[src/hw/rtl/spq_pkg.sv]
`default_nettype none
// ----------------------------------------------------------------------------
// spq_pkg
// shared sizes, codes and the cell record of the stable priority queue
// ----------------------------------------------------------------------------
package spq_pkg;

  localparam int DEPTH      = 16;
  localparam int DATA_WIDTH = 32;

  localparam int OpWidth     = 2;
  localparam int ItemDWidth  = 32;
  localparam int PrioWidth   = 16;
  localparam int StatusWidth = 2;
  localparam int CountOWidth = 5;
  localparam int CountWidth  = $clog2(DEPTH + 1);

  localparam logic [OpWidth-1:0] OP_PUSH = 2'd0;
  localparam logic [OpWidth-1:0] OP_POP  = 2'd1;
  localparam logic [OpWidth-1:0] OP_PEEK = 2'd2;

  localparam logic [StatusWidth-1:0] ST_OK    = 2'd0;
  localparam logic [StatusWidth-1:0] ST_EMPTY = 2'd1;
  localparam logic [StatusWidth-1:0] ST_FULL  = 2'd2;

  typedef enum logic [1:0] {
    CMD_HOLD,
    CMD_PUSH,
    CMD_POP
  } cmd_e;

  typedef struct packed {
    logic                        valid;
    logic signed [PrioWidth-1:0] prio;
    logic [DATA_WIDTH-1:0]       data;
  } entry_t;

endpackage
`default_nettype wire

[src/hw/rtl/spq_cell.sv]
`default_nettype none
// ----------------------------------------------------------------------------
// spq_cell
// one slot of the sorted chain: keeps, shifts right on insert, shifts left on pop
// ----------------------------------------------------------------------------
module spq_cell (
  input  wire logic            clk_i,
  input  wire logic            rst_ni,
  input  wire spq_pkg::cmd_e   cmd_i,
  input  wire spq_pkg::entry_t new_i,
  input  wire spq_pkg::entry_t left_i,
  input  wire logic            left_ge_i,
  input  wire spq_pkg::entry_t right_i,
  output spq_pkg::entry_t      entry_o,
  output logic                 ge_o
);
  import spq_pkg::*;

  logic                        valid_q, valid_d;
  logic signed [PrioWidth-1:0] prio_q, prio_d;
  logic [DATA_WIDTH-1:0]       data_q, data_d;
  entry_t                      sel;

  // stored entry stays ahead of the new one when its priority is equal or higher
  assign ge_o = valid_q && (prio_q >= new_i.prio);

  always_comb begin
    sel = '{valid: valid_q, prio: prio_q, data: data_q};
    case (cmd_i)
      CMD_PUSH: begin
        if (!ge_o) begin
          sel = left_ge_i ? new_i : left_i;
        end
      end
      CMD_POP: begin
        sel = right_i;
      end
      default: begin
        sel = '{valid: valid_q, prio: prio_q, data: data_q};
      end
    endcase
    valid_d = sel.valid;
    prio_d  = sel.prio;
    data_d  = sel.data;
  end

  always_ff @(posedge clk_i or negedge rst_ni) begin
    if (!rst_ni) begin
      valid_q <= 1'b0;
    end else begin
      valid_q <= valid_d;
    end
  end

  always_ff @(posedge clk_i) begin
    prio_q <= prio_d;
    data_q <= data_d;
  end

  assign entry_o = '{valid: valid_q, prio: prio_q, data: data_q};

endmodule
`default_nettype wire

[src/hw/rtl/stable_priority_queue.sv]
`default_nettype none
// ----------------------------------------------------------------------------
// stable_priority_queue
// bounded priority queue held in a sorted chain of cells, oldest first on ties
// ----------------------------------------------------------------------------
// usage
//   command beat: op_i, item_data_i and item_priority_i are taken at a rising
//   edge with start_i high and busy_o low. busy_o stays low: every cell does
//   its compare and shift in the same cycle, so a beat may follow each cycle.
//   result beat: status_o, head_data_o and count_o show in the cycle after the
//   command, marked by done_o for exactly one cycle. the receiver cannot stall
//   the queue, so a result is offered once and never held.
//   throughput 1 command per cycle, as every cell does its insert or remove
//   in the same cycle as the command beat.
//   push into a full queue is dropped with status full; pop or peek on an
//   empty queue returns status empty and zero data. op code three does nothing.
//   reset clears the valid bit of every cell and the count; entry payloads
//   are left as they are and never read while invalid.
// ----------------------------------------------------------------------------
module stable_priority_queue (
  input  wire logic        clk_i,
  input  wire logic        rst_ni,
  input  wire logic        start_i,
  output logic             busy_o,
  input  wire logic [1:0]  op_i,
  input  wire logic [31:0] item_data_i,
  input  wire logic signed [15:0] item_priority_i,
  output logic             done_o,
  output logic [1:0]       status_o,
  output logic [31:0]      head_data_o,
  output logic [4:0]       count_o
);
  import spq_pkg::*;

  localparam logic [CountWidth-1:0] DepthC = CountWidth'(DEPTH);

  // chain wiring: index 0 is the head
  entry_t      cells [DEPTH];
  logic        ge    [DEPTH];
  entry_t      new_entry;
  entry_t      empty_entry;
  cmd_e        cmd;

  logic [CountWidth-1:0] count_q, count_d;
  logic                  done_q, done_d;
  logic [1:0]            status_q, status_d;
  logic [31:0]           head_q, head_d;

  logic full, empty;

  assign full  = (count_q == DepthC);
  assign empty = (count_q == '0);

  assign new_entry   = '{valid: 1'b1, prio: item_priority_i,
                         data: DATA_WIDTH'(item_data_i)};
  assign empty_entry = '{valid: 1'b0, prio: '0, data: '0};

  // decode the command beat into what the row of cells does this cycle
  always_comb begin
    cmd      = CMD_HOLD;
    count_d  = count_q;
    status_d = ST_OK;
    head_d   = '0;
    done_d   = 1'b0;
    if (start_i) begin
      done_d = 1'b1;
      case (op_i)
        OP_PUSH: begin
          if (full) begin
            status_d = ST_FULL;
          end else begin
            cmd     = CMD_PUSH;
            count_d = count_q + 1'b1;
          end
        end
        OP_POP: begin
          if (empty) begin
            status_d = ST_EMPTY;
          end else begin
            cmd     = CMD_POP;
            head_d  = 32'(cells[0].data);
            count_d = count_q - 1'b1;
          end
        end
        OP_PEEK: begin
          if (empty) begin
            status_d = ST_EMPTY;
          end else begin
            head_d = 32'(cells[0].data);
          end
        end
        default: begin
          status_d = ST_OK;
        end
      endcase
    end
  end

  // row of cells; the head sees the new entry as its left neighbor
  for (genvar i = 0; i < DEPTH; i++) begin : g_cell
    entry_t left_e;
    entry_t right_e;
    logic   left_ge;
    if (i == 0) begin : g_head
      assign left_e  = new_entry;
      assign left_ge = 1'b1;
    end else begin : g_mid
      assign left_e  = cells[i-1];
      assign left_ge = ge[i-1];
    end
    if (i == DEPTH - 1) begin : g_tail
      assign right_e = empty_entry;
    end else begin : g_body
      assign right_e = cells[i+1];
    end

    spq_cell u_cell (
      .clk_i     (clk_i),
      .rst_ni    (rst_ni),
      .cmd_i     (cmd),
      .new_i     (new_entry),
      .left_i    (left_e),
      .left_ge_i (left_ge),
      .right_i   (right_e),
      .entry_o   (cells[i]),
      .ge_o      (ge[i])
    );
  end

  // count and result beat registers
  always_ff @(posedge clk_i or negedge rst_ni) begin
    if (!rst_ni) begin
      count_q <= '0;
      done_q  <= 1'b0;
    end else begin
      count_q <= count_d;
      done_q  <= done_d;
    end
  end

  always_ff @(posedge clk_i) begin
    status_q <= status_d;
    head_q   <= head_d;
  end

  assign busy_o      = 1'b0;
  assign done_o      = done_q;
  assign status_o    = status_q;
  assign head_data_o = head_q;
  // count after the operation, shown with the result
  assign count_o     = CountOWidth'(count_q);

endmodule
`default_nettype wire
[config.mk]
export PLATFORM = sky130hd
export DESIGN_NAME = stable_priority_queue
export DESIGN_NICKNAME = d
export VERILOG_FILES = /design/src/hw/rtl/spq_pkg.sv /design/src/hw/rtl/spq_cell.sv /design/src/hw/rtl/stable_priority_queue.sv
export SDC_FILE = /design/constraint.sdc
export NUM_CORES = 2
export LEC_CHECK = 0
export BUFFER_PORTS_ARGS = -buffer_cell sky130_fd_sc_hd__buf_2
export CAP_MARGIN = 20
export CORE_UTILIZATION = 58
export DETAILED_ROUTE_END_ITERATION = 10
export GPL_TIMING_DRIVEN = 0
export PLACE_DENSITY = 0.75
export SETUP_SLACK_MARGIN = 0.5
export SLEW_MARGIN = 40
export SYNTH_ARGS = -nofsm -noshare
export SYNTH_HDL_FRONTEND = slang
export SYNTH_SLANG_ARGS = --single-unit
[constraint.sdc]
create_clock -name clk_i -period 7.08 [get_ports clk_i]
set_input_delay 0.354 -clock clk_i [delete_from_list [all_inputs] [get_ports clk_i]]
set_output_delay 0.354 -clock clk_i [all_outputs]
set_load 0.05 [all_outputs]
==> results.json <==
{
  "power_density_mw_per_mm2": 339,
  "tns_ns": 0,
  "cts_resized": 0,
  "worstPathCellList": "or4_4, a21oi_2, and3_1, buf_2, buf_4, buf_2, nor2_2, a31oi_4, buf_8, buf_8, buf_8",
  "fin_skew_ns": 0.0183,
  "multi_input_area_mm2": 0.0197,
  "drc": 0,
  "cp.depth": 11,
  "die_h_um": 284,
  "grt_start_max_net_pins": 43,
  "synth_top_cell_area_share": 0.501,
  "fin_nets": 4993,
  "path_max_fanout": 14,
  "synthCells": 4470,
  "syn-cell-area_mm2": 0.0460,
  "rsz0062_at_grt": "false",
  "cts-htree-levels": 3,
  "core-area_mm2": 0.0780,
  "seq_area_mm2": 0.0243,
  "grt_pass1_vias": 39500,
  "max_cap_violations": 0,
  "final_area_mm2": 0.0512,
  "startpoint": "count_o[1]",
  "p_total_mw": 17.4,
  "drt-pass1-iter-count": 8,
  "setup_viol": 0,
  "place_area_mm2": 0.0483,
  "grt_remaining_overflow": 0,
  "wirelength_um": 151000,
  "final_cell_mix": "768 x nand2_1, 768 x edfxtp_1, 660 x nand3_1",
  "dp_hpwl_um": 116000,
  "cts_root_buffer": "clkbuf_16",
  "antenna_found_initial": 0,
  "synthFlopType": "edfxtp_1",
  "clkSinkCount": 824,
  "vias": 39700,
  "syn-num-nets": 4786,
  "slowest_delay_ns": 0.61,
  "crit_slowest_cell": "or4_4",
  "die_w_um": 284,
  "ys_ff_latch": 824,
  "whs_ns": 0.0202,
  "leakage_nw": 18.6,
  "post_cts_buffers": 0,
  "reg2reg_to": "g_cell[15].u_cell.data_q[9]",
  "drt_iter0_markers": 5245,
  "outcome": "completed",
  "grt_pass1_wl_um": 228000,
  "numCtsBuffers": 89,
  "vias_per_cell": 6.85,
  "rows": 102,
  "grtUsageTotal": 0.369,
  "syn2layout_area_growth_pct": 11.2,
  "synth_edf_count": 768,
  "peakVddDrop_mv": 0.209,
  "period_needed_ns": 4.35,
  "relSlewSlack": 0.396,
  "crit_buf_inv": 6,
  "end_kind": "flip-flop",
  "crit_family": "buffers and inverters",
  "die-area_mm2": 0.0805,
  "reg2reg_from": "count_o[1]",
  "tightest_slew_ns": 0.899,
  "avgSynthCellArea_um2": 10.3,
  "ant_nets": 0,
  "clockBufferDepth": 3,
  "finalHoldViolCount": 0,
  "crit_end": "g_cell[15].u_cell.data_q[9]",
  "fill_cells": 6348,
  "wl_per_cell_um": 26.1,
  "numPortBuffers": 92,
  "r2r_cells": 11,
  "place_congestion": 0.935,
  "crit_top_cell": "buf_8",
  "timing.critical_path.required_ns": 7.44,
  "finalCritPeriodShare": 0.615,
  "fmax_mhz": 230,
  "holdCritPathClass": "input port to flip-flop",
  "crit_type": "flip-flop to flip-flop",
  "ioPinCount": 94,
  "synth_warnings": 0,
  "clkLatencyLatePin_ns": 0.67,
  "yosysUniqueCellTypes": 58,
  "ys_async_sr_fraction": 0.0267,
  "cp.arrival_ns": 4.72,
  "synth_area_leaders": "edfxtp_1 50%, o211ai_1 9.5%, nand3_1 7.2%, ha_1 7.1%, nand2_1 6.4%",
  "initial_utilization": 0.590,
  "r2r_setup_slack_ns": 2.73,
  "slew_violations": 0,
  "synth_area_leader_cell": "edfxtp_1",
  "clk_pin_slew_worst_paths_ns": 0.06,
  "drive_above_1_share": 0.121,
  "setup.worst_path.start_class": "flip-flop",
  "cts_tree": "built",
  "yosysSeqAreaShare": 0.528
}
==> registers in the layout, indices dropped and copies added (netlist names) <==
signal / count
g_cell.u_cell.data_q: 512
g_cell.u_cell.prio_q: 256
head_data_o: 32
g_cell.u_cell.valid_q: 16
count_o: 5
status_o: 2
done_o: 1
==> metrics by stage <==
step                      cells  setup WS (ns)   util
final                      5793           2.73  0.657
after global routing       5791           2.71  0.657
after CTS                  5791           2.81  0.657
after detailed placement   5624           2.76  0.620
after global placement     5602          -1.06  0.613
after floorplan            4470           1.33      -
==> final cells by class <==
class,instances,share of cell area
antenna,2,0.0000977
buffer,404,0.0366
clock buffer,115,0.0472
clock inverter,50,0.00860
inverter,96,0.00704
multi-input combinational,3146,0.384
sequential,824,0.474
tap,1040,0.0254
timing repair buffer,116,0.0169
==> worst min-delay path by stage <==
stage                     slack, ns  depth (start not counted)          end     from
after floorplan                0.06                          0   count_o[0]   rst_ni
after global placement         0.41                          1       done_o   rst_ni
after detailed placement       0.41                          1       done_o   rst_ni
after CTS                     0.007                          3  status_o[0]  op_i[1]
after global routing           0.04                          3  status_o[0]  op_i[1]
final                          0.02                          3  status_o[0]  op_i[1]
==> timing repair <==
item                       CTS  global route
setup endpoints to repair    0             0
hold buffers                 2             0
hold endpoints to repair    23             0
==> power by group <==
group	switching (mW)	internal [mW]
Sequential	0.538	6.63
Clock	2.09	2.61
Combinational	3.57	1.94
==> worst min-delay path, cell delays in order <==
cell and delay (ns):
buf_2 0.09, ha_1 0.13, nor4_1 0.05
==> logic make-up (layout without fill, tap and decap cells) <==
family	count (synthesis)	count (layout)	share of synthesized area
and+or+nand+nor	1803	1803	0.177
xor gates and xnor gates	5	5	0.000951
AOI/OAI and AO/OA	1050	1050	0.169
other	1	3	0.0000815
DFF	824	824	0.528
muxes	24	24	0.00557
buffers and inverters	500	781	0.0485
adders and majority gates	263	263	0.0716
==> metal layers <==
| metal | vias up | GRT usage | wire length (um) |
|---|---|---|---|
| met4 | 0 | 0.223 | 9650 |
| met5 | - | 0 | 0 |
| li1 | 17600 | - | - |
| met3 | 411 | 0.0554 | 14000 |
| met1 | 19200 | 0.474 | 57500 |
| met2 | 2426 | 0.592 | 69900 |
==> cells in the mapped netlist (all sizes together), types with 61 or more instances <==
master and count:
edfxtp 768, o221ai 61, o211ai 581, a21oi 138, nand3 661, nand4 63
nor2 109, clkbuf 118, nand2 781, buf 286, ha 262, inv 96
nor3 100
No activity file was read; power rests on OpenSTA's default activity.
